===== src/rtl/core/psad_pkg.sv =====
// package for the ps-adpcm block decoder: constants, result type,
// predictor coefficients and the per-nibble decode and rounding functions
// no dependencies
package psad_pkg;

	localparam int COUNT_BITS_DEF = 20;
	localparam int INDEX_W        = 20;
	localparam int LOOP_MIN_SPAN  = 28;

	localparam logic [3:0] POS_SHIFT  = 4'd0;
	localparam logic [3:0] POS_FLAGS  = 4'd1;
	localparam logic [3:0] POS_LAST   = 4'd15;
	localparam logic [3:0] SHIFT_UNIT = 4'd12;
	localparam logic [3:0] FILTER_MAX = 4'd4;

	localparam int FLAG_END    = 0;
	localparam int FLAG_REPEAT = 1;
	localparam int FLAG_LOOP   = 2;

	localparam logic [2:0] FILT_NONE = 3'd0;
	localparam logic [2:0] FILT_ONE  = 3'd1;
	localparam logic [2:0] FILT_TWO  = 3'd2;
	localparam logic [2:0] FILT_THR  = 3'd3;
	localparam logic [2:0] FILT_FOUR = 3'd4;

	localparam logic signed [31:0] HIST_MAX = 32'sh7fffffff;
	localparam logic signed [31:0] HIST_MIN = -32'sh7fffffff - 32'sd1;
	localparam logic signed [31:0] CLAMP_HI = 32'sd33553408;
	localparam logic signed [31:0] CLAMP_LO = -32'sd33554432;

	typedef struct packed {
		logic signed [15:0]   pcm_sample;
		logic [INDEX_W-1:0]   sample_index;
		logic                 pair_last;
		logic                 waveform_end;
		logic                 loop_flag;
		logic [INDEX_W-1:0]   loop_point;
	} result_t;

	function automatic logic signed [7:0] coef_a(input logic [2:0] filt);
		logic signed [7:0] c;
		case (filt)
			FILT_ONE:  c = 8'sd60;
			FILT_TWO:  c = 8'sd115;
			FILT_THR:  c = 8'sd98;
			FILT_FOUR: c = 8'sd122;
			default:   c = 8'sd0;
		endcase
		return c;
	endfunction

	function automatic logic signed [7:0] coef_b(input logic [2:0] filt);
		logic signed [7:0] c;
		case (filt)
			FILT_TWO:  c = -8'sd52;
			FILT_THR:  c = -8'sd55;
			FILT_FOUR: c = -8'sd60;
			default:   c = 8'sd0;
		endcase
		return c;
	endfunction

	// new q.10 history value from one nibble
	function automatic logic signed [31:0] decode_step(
		input logic signed [31:0] recent,
		input logic signed [31:0] older,
		input logic [3:0]         nib,
		input logic [3:0]         shift,
		input logic [2:0]         filt
	);
		logic signed [3:0]  nib_s;
		logic signed [7:0]  ca;
		logic signed [7:0]  cb;
		logic signed [35:0] base;
		logic signed [40:0] acc;
		logic signed [41:0] sum;
		logic signed [31:0] res;
		nib_s = nib;
		ca = coef_a(filt);
		cb = coef_b(filt);
		if (shift <= SHIFT_UNIT) begin
			base = 36'(nib_s) <<< (5'd22 - 5'(shift));
		end else begin
			base = 36'(nib_s >>> (shift - SHIFT_UNIT)) <<< 10;
		end
		acc = 41'(recent) * 41'(ca) + 41'(older) * 41'(cb);
		sum = 42'(base) + 42'(acc >>> 6);
		if (sum > 42'(HIST_MAX)) begin
			res = HIST_MAX;
		end else if (sum < 42'(HIST_MIN)) begin
			res = HIST_MIN;
		end else begin
			res = sum[31:0];
		end
		return res;
	endfunction

	// clamp to 16 bits in q.10 and round half away from zero
	function automatic logic signed [15:0] round_sample(input logic signed [31:0] h);
		logic signed [31:0] c;
		logic signed [31:0] r;
		c = h;
		if (c > CLAMP_HI) begin
			c = CLAMP_HI;
		end
		if (c < CLAMP_LO) begin
			c = CLAMP_LO;
		end
		if (!c[31]) begin
			r = c + 32'sd512;
		end else begin
			r = c + 32'sd511;
		end
		return r[25:10];
	endfunction

endpackage


===== src/rtl/core/ps_adpcm_block_decoder.sv =====
// ps-adpcm block decoder top level: input register, two chained predictor
// steps and a two-entry result register
// depends on psad_pkg
//
// channel  direction  handshake            payload
// in       sink       in_valid / in_stall  data_byte, waveform_start, input_last
// out      source     out_valid / out_stall pcm_sample, sample_index, pair_last,
//                                          waveform_end, loop_flag, loop_point
//
// header bytes give no samples; a data byte yields two samples that leave through
// the single output port, and the next data byte loads as the second sample leaves
// the first sample passes the input register, then the result register
// reset clears history, counters, input register and result count, no clearing pass
// out_stall holds the result pair; in_stall rises only while the input register
// holds a byte whose samples cannot yet be loaded
module ps_adpcm_block_decoder #(
	parameter int COUNT_BITS = psad_pkg::COUNT_BITS_DEF
) (
	input  logic               clk,
	input  logic               arst_n,
	input  logic               in_valid,
	output logic               in_stall,
	input  logic [7:0]         data_byte,
	input  logic               waveform_start,
	input  logic               input_last,
	output logic               out_valid,
	input  logic               out_stall,
	output logic signed [15:0] pcm_sample,
	output logic [19:0]        sample_index,
	output logic               pair_last,
	output logic               waveform_end,
	output logic               loop_flag,
	output logic [19:0]        loop_point
);

	logic              valid_s1;
	logic [7:0]        data_s1;
	logic              start_s1;
	logic              last_s1;

	logic signed [31:0]    hist_recent_q;
	logic signed [31:0]    hist_older_q;
	logic [3:0]            byte_pos_q;
	logic [3:0]            blk_shift_q;
	logic [2:0]            blk_filter_q;
	logic [2:0]            blk_flags_q;
	logic                  loop_seen_q;
	logic [COUNT_BITS-1:0] loop_start_q;
	logic [COUNT_BITS-1:0] emitted_q;
	logic                  finished_q;

	logic [1:0]        out_cnt_q;
	psad_pkg::result_t res0_q;
	psad_pkg::result_t res1_q;
	psad_pkg::result_t res_out;

	logic signed [31:0]    rec_e;
	logic signed [31:0]    old_e;
	logic [3:0]            pos_e;
	logic [3:0]            shift_e;
	logic [2:0]            filt_e;
	logic [2:0]            flags_e;
	logic                  seen_e;
	logic [COUNT_BITS-1:0] lstart_e;
	logic [COUNT_BITS-1:0] emit_e;
	logic                  fin_e;

	logic                  no_result;
	logic                  fire;
	logic                  in_xfer;
	logic                  out_xfer;
	logic signed [31:0]    h1;
	logic signed [31:0]    h2;
	logic [COUNT_BITS-1:0] idx1;
	logic [COUNT_BITS-1:0] emit_after;
	logic [COUNT_BITS-1:0] span;
	logic                  end_hit;
	logic                  loops;
	logic [COUNT_BITS+19:0] idx0_ext;
	logic [COUNT_BITS+19:0] idx1_ext;
	logic [COUNT_BITS+19:0] lstart_ext;
	logic [2:0]            new_filter;
	logic                  take_loop;

	// state as seen by the byte in the input register
	always_comb begin
		if (start_s1) begin
			rec_e    = '0;
			old_e    = '0;
			pos_e    = psad_pkg::POS_SHIFT;
			shift_e  = '0;
			filt_e   = psad_pkg::FILT_NONE;
			flags_e  = '0;
			seen_e   = 1'b0;
			lstart_e = '0;
			emit_e   = '0;
			fin_e    = 1'b0;
		end else begin
			rec_e    = hist_recent_q;
			old_e    = hist_older_q;
			pos_e    = byte_pos_q;
			shift_e  = blk_shift_q;
			filt_e   = blk_filter_q;
			flags_e  = blk_flags_q;
			seen_e   = loop_seen_q;
			lstart_e = loop_start_q;
			emit_e   = emitted_q;
			fin_e    = finished_q;
		end
	end

	assign no_result = fin_e || pos_e == psad_pkg::POS_SHIFT || pos_e == psad_pkg::POS_FLAGS;
	assign out_valid = out_cnt_q != 2'd0;
	assign out_xfer  = out_valid && !out_stall;
	assign fire      = valid_s1 && (no_result || out_cnt_q == 2'd0 ||
	                               (out_cnt_q == 2'd1 && out_xfer));
	assign in_stall  = valid_s1 && !fire;
	assign in_xfer   = in_valid && !in_stall;

	assign h1 = psad_pkg::decode_step(rec_e, old_e, data_s1[3:0], shift_e, filt_e);
	assign h2 = psad_pkg::decode_step(h1, rec_e, data_s1[7:4], shift_e, filt_e);

	assign idx1       = emit_e + COUNT_BITS'(1);
	assign emit_after = emit_e + COUNT_BITS'(2);
	assign span       = emit_after - lstart_e;
	assign end_hit    = pos_e == psad_pkg::POS_LAST &&
	                    (flags_e[psad_pkg::FLAG_END] || last_s1);
	assign loops      = flags_e[psad_pkg::FLAG_END] && flags_e[psad_pkg::FLAG_REPEAT] &&
	                    seen_e && span > COUNT_BITS'(psad_pkg::LOOP_MIN_SPAN);
	assign idx0_ext   = {20'd0, emit_e};
	assign idx1_ext   = {20'd0, idx1};
	assign lstart_ext = {20'd0, lstart_e};
	assign new_filter = (data_s1[7:4] > 4'(psad_pkg::FILTER_MAX)) ?
	                    psad_pkg::FILT_NONE : data_s1[6:4];
	assign take_loop  = data_s1[psad_pkg::FLAG_LOOP] && !seen_e;

	always_ff @(posedge clk or negedge arst_n) begin
		if (!arst_n) begin
			valid_s1 <= 1'b0;
			start_s1 <= 1'b0;
			last_s1  <= 1'b0;
			data_s1  <= '0;
		end else if (in_xfer) begin
			valid_s1 <= 1'b1;
			start_s1 <= waveform_start;
			last_s1  <= input_last;
			data_s1  <= data_byte;
		end else if (fire) begin
			valid_s1 <= 1'b0;
		end
	end

	always_ff @(posedge clk or negedge arst_n) begin
		if (!arst_n) begin
			hist_recent_q <= '0;
			hist_older_q  <= '0;
			byte_pos_q    <= '0;
			blk_shift_q   <= '0;
			blk_filter_q  <= '0;
			blk_flags_q   <= '0;
			loop_seen_q   <= 1'b0;
			loop_start_q  <= '0;
			emitted_q     <= '0;
			finished_q    <= 1'b0;
		end else if (fire) begin
			hist_recent_q <= rec_e;
			hist_older_q  <= old_e;
			byte_pos_q    <= pos_e;
			blk_shift_q   <= shift_e;
			blk_filter_q  <= filt_e;
			blk_flags_q   <= flags_e;
			loop_seen_q   <= seen_e;
			loop_start_q  <= lstart_e;
			emitted_q     <= emit_e;
			finished_q    <= fin_e;
			if (!fin_e) begin
				byte_pos_q <= pos_e + 4'd1;
				if (pos_e == psad_pkg::POS_SHIFT) begin
					blk_shift_q  <= data_s1[3:0];
					blk_filter_q <= new_filter;
				end else if (pos_e == psad_pkg::POS_FLAGS) begin
					blk_flags_q <= data_s1[2:0];
					if (take_loop) begin
						loop_start_q <= emit_e;
						loop_seen_q  <= 1'b1;
					end
				end else begin
					hist_recent_q <= h2;
					hist_older_q  <= h1;
					emitted_q     <= emit_after;
					finished_q    <= end_hit;
				end
			end
		end
	end

	always_ff @(posedge clk or negedge arst_n) begin
		if (!arst_n) begin
			out_cnt_q <= 2'd0;
		end else if (fire && !no_result) begin
			out_cnt_q <= 2'd2;
		end else if (out_xfer) begin
			out_cnt_q <= out_cnt_q - 2'd1;
		end
	end

	// result pair payload
	always_ff @(posedge clk) begin
		if (fire && !no_result) begin
			res0_q.pcm_sample   <= psad_pkg::round_sample(h1);
			res0_q.sample_index <= idx0_ext[19:0];
			res0_q.pair_last    <= 1'b0;
			res0_q.waveform_end <= 1'b0;
			res0_q.loop_flag    <= 1'b0;
			res0_q.loop_point   <= '0;
			res1_q.pcm_sample   <= psad_pkg::round_sample(h2);
			res1_q.sample_index <= idx1_ext[19:0];
			res1_q.pair_last    <= 1'b1;
			res1_q.waveform_end <= end_hit;
			res1_q.loop_flag    <= end_hit && loops;
			res1_q.loop_point   <= (end_hit && loops) ? lstart_ext[19:0] : 20'd0;
		end
	end

	assign res_out      = (out_cnt_q == 2'd1) ? res1_q : res0_q;
	assign pcm_sample   = res_out.pcm_sample;
	assign sample_index = res_out.sample_index;
	assign pair_last    = res_out.pair_last;
	assign waveform_end = res_out.waveform_end;
	assign loop_flag    = res_out.loop_flag;
	assign loop_point   = res_out.loop_point;

endmodule


===== config.mk =====
export PLATFORM = sky130hd
export DESIGN_NAME = ps_adpcm_block_decoder
export DESIGN_NICKNAME = d
export VERILOG_FILES = /design/src/rtl/core/psad_pkg.sv /design/src/rtl/core/ps_adpcm_block_decoder.sv
export SDC_FILE = /design/constraint.sdc
export NUM_CORES = 2
export LEC_CHECK = 0
export ABC_AREA = 1
export BUFFER_PORTS_ARGS = -buffer_cell sky130_fd_sc_hd__buf_2
export CELL_PAD_IN_SITES_DETAIL_PLACEMENT = 1
export CELL_PAD_IN_SITES_GLOBAL_PLACEMENT = 1
export CORE_UTILIZATION = 38
export DETAILED_ROUTE_END_ITERATION = 10
export GPL_TIMING_DRIVEN = 0
export PLACE_DENSITY = 0.79
export SYNTH_ARGS = -nofsm -noshare
export SYNTH_HDL_FRONTEND = slang
export SYNTH_SLANG_ARGS = --single-unit

===== constraint.sdc =====
create_clock -name clk -period 52.3 [get_ports clk]
set_input_delay 2.615 -clock clk [delete_from_list [all_inputs] [get_ports clk]]
set_output_delay 2.615 -clock clk [all_outputs]
set_load 0.005 [all_outputs]

== Word level (Yosys, flattened, before mapping) ==
Cells that the tools add are included.
Storage, ports and cells
  memory bits (read-only): 0
  memory bits (writable): 0
  word-level logic and storage cells: 152
  bits in latches: 0
  memories kept: 0
  bits of input ports: 14
  output and inout bits: 61
  register bits after elaboration: 227
Operators by class
  reductions and logical operators: 27
  $add $sub $neg: 15
  bitwise operators: 0
  mux-type cells: 62
  divide/modulo/power cells: 0
  magnitude comparators: 11
  equal/unequal tests: 7
  shift-type cells: 4
  multiply operators: 4
Operator list (count)
  two-way mux 32 bit: 20
  two-way mux 20 bit: 9
  multiplier 32 x 8 -> 40 bit: 4
  adder 40 x 40 -> 41 bit: 2
  adder 36 x 35 -> 37 bit: 2
  greater-than comparator 37 x 32 -> 1 bit, second input constant: 2
  < comparator 37 x 32 -> 1 bit, second input constant: 2
  two-way mux 36 bit: 2
  <<< shifter 4 x 5 -> 36 bit: 2
  greater-than comparator 32 x 26 -> 1 bit, second input constant: 2
  < comparator 32 x 26 -> 1 bit, second input constant: 2
  two-way mux 59 bit: 1
  adder 26 x 10 -> 26 bit, second input constant: 2
  adder 26 x 11 -> 26 bit, second input constant: 2
  two-way mux 26 bit: 2
  >>> shifter 4 x 4 -> 26 bit: 2
  one-hot mux 7 bit (4 select lines): 1
  two-way mux 3 bit: 8
  one-hot mux 8 bit (3 select lines): 1
  adder 20 x 1 -> 20 bit, second input constant: 1
  adder 20 x 2 -> 20 bit, second input constant: 1
  greater-than comparator 20 x 5 -> 1 bit, second input constant: 1
  two-way mux 4 bit: 5
  subtractor 20 bit: 1
  other kinds (20): 53

== Logic depth before layout (Yosys ltp) ==
  depth in word-level cells: 23
  depth in mapped cells: 125
  mapped depth without buffers: 119

== Worst setup path after synthesis ==
No wires, ideal clock.
  path kind: reg2reg
  from: register start_s1
  to: register res1_q[56] (netlist name) (data pin)
  slack: 32.072 ns
  arrival time: 19.972 ns
  library setup time: 0.256 ns
  path buffers: 12
  data required time: 52.044 ns
  cell stages (with the launch flop): 109
  clock period less this slack: 20.228 ns
  cells stage by stage: dfrtp_1 -> clkbuf_1 -> buf_1 -> clkbuf_1 -> clkbuf_1 -> clkbuf_1 -> buf_1 -> nor2_1 -> inv_1 -> nor2_1 -> fa_1 -> inv_1 -> fa_1 -> inv_1 -> fa_1 -> fa_1 -> fa_1 -> inv_1 -> (+73 left out) -> buf_4 -> buf_4 -> nand3_1 -> nor2_1 -> nand2_1 -> nor2_1 -> nand2_1 -> nand3_4 -> buf_6 -> nand4_1 -> ha_1 -> inv_1 -> buf_2 -> nand2_2 -> nor3_4 -> nand3b_1 -> o21ai_1 -> nand2_1
Between the ends
  cells in the longest elaborated chain, start to end: 23
  elaborated cells between the ends (all ways): 44
  those cells by class: add/sub (8); mul (4); order compare (7); eq/ne (4); shift (4); mux (17)
Ends and longest elaborated chain
  from (decl): line ps_adpcm_block_decoder.sv:38  | logic start_s1;
  from (signal assigned): line ps_adpcm_block_decoder.sv:145  | start_s1 <= waveform_start;
  two-way mux 3 bit: line ps_adpcm_block_decoder.sv:87  | if (start_s1) begin
  equality test 3 bit, or another cell as far along: line psad_pkg.sv:42, psad_pkg.sv:54
  one-hot mux 7 bit (4 select lines) or one-hot mux 8 bit (3 select lines) (tied branches): line psad_pkg.sv:42, psad_pkg.sv:54
  multiplier 32 x 8 -> 40 bit: line psad_pkg.sv:86  | acc = 41'(recent) * 41'(ca) + 41'(older) * 41'(cb);
  adder 40 x 40 -> 41 bit: line psad_pkg.sv:86
  adder 36 x 35 -> 37 bit: line psad_pkg.sv:87  | sum = 42'(base) + 42'(acc >>> 6);
  < comparator 37 x 32 -> 1 bit: line psad_pkg.sv:90  | end else if (sum < 42'(HIST_MIN)) begin
  two-way mux 32 bit: line psad_pkg.sv:90
  (+7 left out)
  greater-than comparator 32 x 26 -> 1 bit: line psad_pkg.sv:103  | if (c > CLAMP_HI) begin
  two-way mux 32 bit *: line psad_pkg.sv:103
  two-way mux 32 bit *: line ps_adpcm_block_decoder.sv:209  | if (fire && !no_result) begin
  < comparator 32 x 26 -> 1 bit: line psad_pkg.sv:106  | if (c < CLAMP_LO) begin
  two-way mux 32 bit *: line psad_pkg.sv:106
  two-way mux 32 bit *: line ps_adpcm_block_decoder.sv:209
  adder 26 x 11 -> 26 bit or adder 26 x 10 -> 26 bit (tied branches): line psad_pkg.sv:110, psad_pkg.sv:112
  two-way mux 26 bit *: line psad_pkg.sv:109  | if (!c[31]) begin
  to (decl): line ps_adpcm_block_decoder.sv:54  | psad_pkg::result_t res1_q;
Mark *: on every way between the ends. The rest lies on a longest branch, timed or not. The select of a mux whose other input is x is not followed.
A chain may end at the register's enable or synchronous reset.

== Worst setup path after layout ==
  from: register start_s1
  to: register res1_q[57] (netlist name) (data pin)
Same word-level chain as after synthesis.

==> flow_metrics.env <==
export IMPL_final_util=0.415
export IMPL_grt_pass1_wl_mm=298
export IMPL_grt_pass1_vias=46706
export IMPL_synthTopCellsByArea="fa_1 (29%), inv_1 (12%), ha_1 (12%)"
export IMPL_worstHoldStart="loop_start_q[18]"
export IMPL_r2r_slack_ns=21.76
export IMPL_fillers=15497
export IMPL_avgSynthCellArea_um2=7.49
export IMPL_timing_rr_end="res1_q[57]"
export IMPL_setup_viol=0
export IMPL_vias=43903
export IMPL_cp_data_arrival_time_ns=30.92
export IMPL_antenna_left=0
export IMPL_yosys_area_top_type="fa_1"
export IMPL_ys_flop_type="dfrtp_1"
export IMPL_hold_viol=0
export IMPL_io_buffers=74
export IMPL_dpl_hpwl_mm=173
export IMPL_holdBufCountCts=0
export IMPL_slowest_delay_ns=1.23
export IMPL_start_util=0.385
export IMPL_grt_overflow=0
export IMPL_hold_depth=2
export IMPL_clk_pin_slew_ns=0.07
export IMPL_cts_tree="built"
export IMPL_crit_required_ns=52.68
export IMPL_post_drt_wl_per_cell_um=24.9
export IMPL_worst_pin_slew_ns=1.52
export IMPL_nets=7660
export IMPL_setup_tns_ns=0
export IMPL_crit_path_end_kind="flip-flop"
export IMPL_slowest_stage="a21boi_1"
export IMPL_reg2reg_from="start_s1"
export IMPL_grt_max_degree=70
export IMPL_place_congestion=1.07
export IMPL_syn_cell_area_um2=47800
export IMPL_fmax_mhz=32.7
export IMPL_critical_path_top_delay_family="compound AO/OA/AOI/OAI gates"
export IMPL_cp_start_kind="flip-flop"
export IMPL_synth_distinct_cells=66
export IMPL_synth_async_reset_ratio=0.584
export IMPL_synth_seq_cells=226
export IMPL_slew_viol_final=8
export IMPL_avgViaCountPerCell=5.39
export IMPL_grt_use_total=0.320
export IMPL_clockBufferDepth=3
export IMPL_syn_inst=6376
export IMPL_final_period_utilization=0.584
export IMPL_critPathKind="reg2reg"
export IMPL_syn_nets=7549
export IMPL_h_tree_depth=1
export IMPL_max_slew_margin_rel=-0.0161
export IMPL_worst_path_most_repeated_cell="nand2_1"
export IMPL_antenna_found_initial=15
export IMPL_r2r_cells=103
export IMPL_final_common_cell="inv_1"
export IMPL_synth_edf_count=94
export IMPL_worstSkewPairLatency_ns=0.65
export IMPL_core_um2=124000
export IMPL_drt_iter0_markers=3507
export IMPL_status="complete, but fails checks"
export IMPL_min_period_ns=30.54
export IMPL_drv_cap=1
export IMPL_synth_top_area_frac=0.287
export IMPL_violations="max-capacitance violations, max-slew violations"
export IMPL_clock_skew_ns=0.0270
export IMPL_rsz0062_at_grt="no"
export IMPL_ctsResizeCount=0
export IMPL_syn2layout_area_growth_pct=7.77
export IMPL_mostFrequentLayoutCells="inv_1 (1,581), nor2_1 (1,127), nand2_1 (884)"
export IMPL_chipHeight_um=357
export IMPL_drc=0
export IMPL_whs_endpoint="loop_start_q[18]"
export IMPL_worstPathMaxFanout=11
export IMPL_cts_sinks=226
export IMPL_ioPinCount=75
export IMPL_ys_warn_count=0
export IMPL_hp_class="reg2reg"
export IMPL_crit_buf_inv=24
export IMPL_hold_slack_ns=0.498
export IMPL_drtPass1Iterations=6
export IMPL_layout_drive_gt1_share=0.0381
export IMPL_cts_setup_buffers=0
export IMPL_die_area_um2=127000
export IMPL_wirelength_mm=203
export IMPL_cts_root_buffer="clkbuf_16"
export IMPL_yosysSeqAreaShare=0.128
export IMPL_row_count=129
export IMPL_die_width_um=357
export IMPL_cts_buffers=30
-- Yosys cell counts, types with 76 or more instances --
library cell	instances
inv_1	1582
nor2_1	1128
nand2_1	884
fa_1	685
ha_1	474
a21oi_1	271
o21ai_0	229
xor2_1	144
clkbuf_1	134
dfrtp_1	132
nand3_1	121
edfxtp_1	94
xnor2_1	76
-- sequential cells by signal (all words and copies together) (netlist names), 4 cells and up --
signal         flops
res1_q            58
res0_q            36
hist_older_q      32
hist_recent_q     32
emitted_q         20
loop_start_q      20
data_s1            8
blk_shift_q        4
byte_pos_q         4
-- area by class of cell --
cell class	count	area (µm²)	share of cell area
multi-input cells	4373	34900	0.678
flip-flops and latches	226	6130	0.119
inverters	1606	6030	0.117
well taps	1637	2050	0.0398
clock buffers	37	807	0.0157
plain buffers	171	698	0.0136
repair buffers	79	493	0.00958
clock inverters	18	342	0.00664
diodes	5	12.5	0.000243
-- logic make-up (layout without fill, tap and decap cells) --
group,Yosys count,in the layout,synth area share
AND/OR/NAND/NOR,2263,2263,0.189
buffers and inverters,1777,1911,0.141
adder cells (fa/ha/maj),1159,1159,0.411
AO/OA/AOI/OAI,693,693,0.0815
flip-flops,226,226,0.128
XOR/XNOR,220,220,0.0403
multiplexers,38,38,0.00893
other,0,5,0
-- metrics by stage --
step,cell area [µm²],worst slack [ns],instances
global placement,50200,23.44,8087
detailed placement,50300,22.94,8091
CTS,51400,22.87,8146
finish,51500,21.76,8152
global route,51500,20.63,8147
floorplan,47800,32.07,6376
-- worst max-delay path by stage --
stage	cells past startpoint	slack (ns)	to	startpoint
finish	103	21.76	res1_q[57]	start_s1
global route	111	20.63	res1_q[57]	start_s1
CTS	105	22.87	res1_q[57]	start_s1
detailed placement	105	22.94	res1_q[57]	start_s1
global placement	107	23.44	res1_q[57]	start_s1
floorplan	108	32.07	res1_q[56]	start_s1
-- worst min-delay path: cells and delay by family, from the launching register on --
kind               cells  cell delay, ns
AOI/OAI and AO/OA      1            0.06
DFF                    1            0.35
and+or+nand+nor        1            0.05
-- layer usage --
layer,GRT usage,up-vias,wire length (µm)
li1,-,19452,-
met3,0.0782,550,19000
met5,0,-,80
met2,0.497,1861,89200
met4,0.207,14,15600
met1,0.397,22026,78900
Power is not shown: default switching activity piles up to over one toggle a cycle in this logic, so the estimate is an artifact.
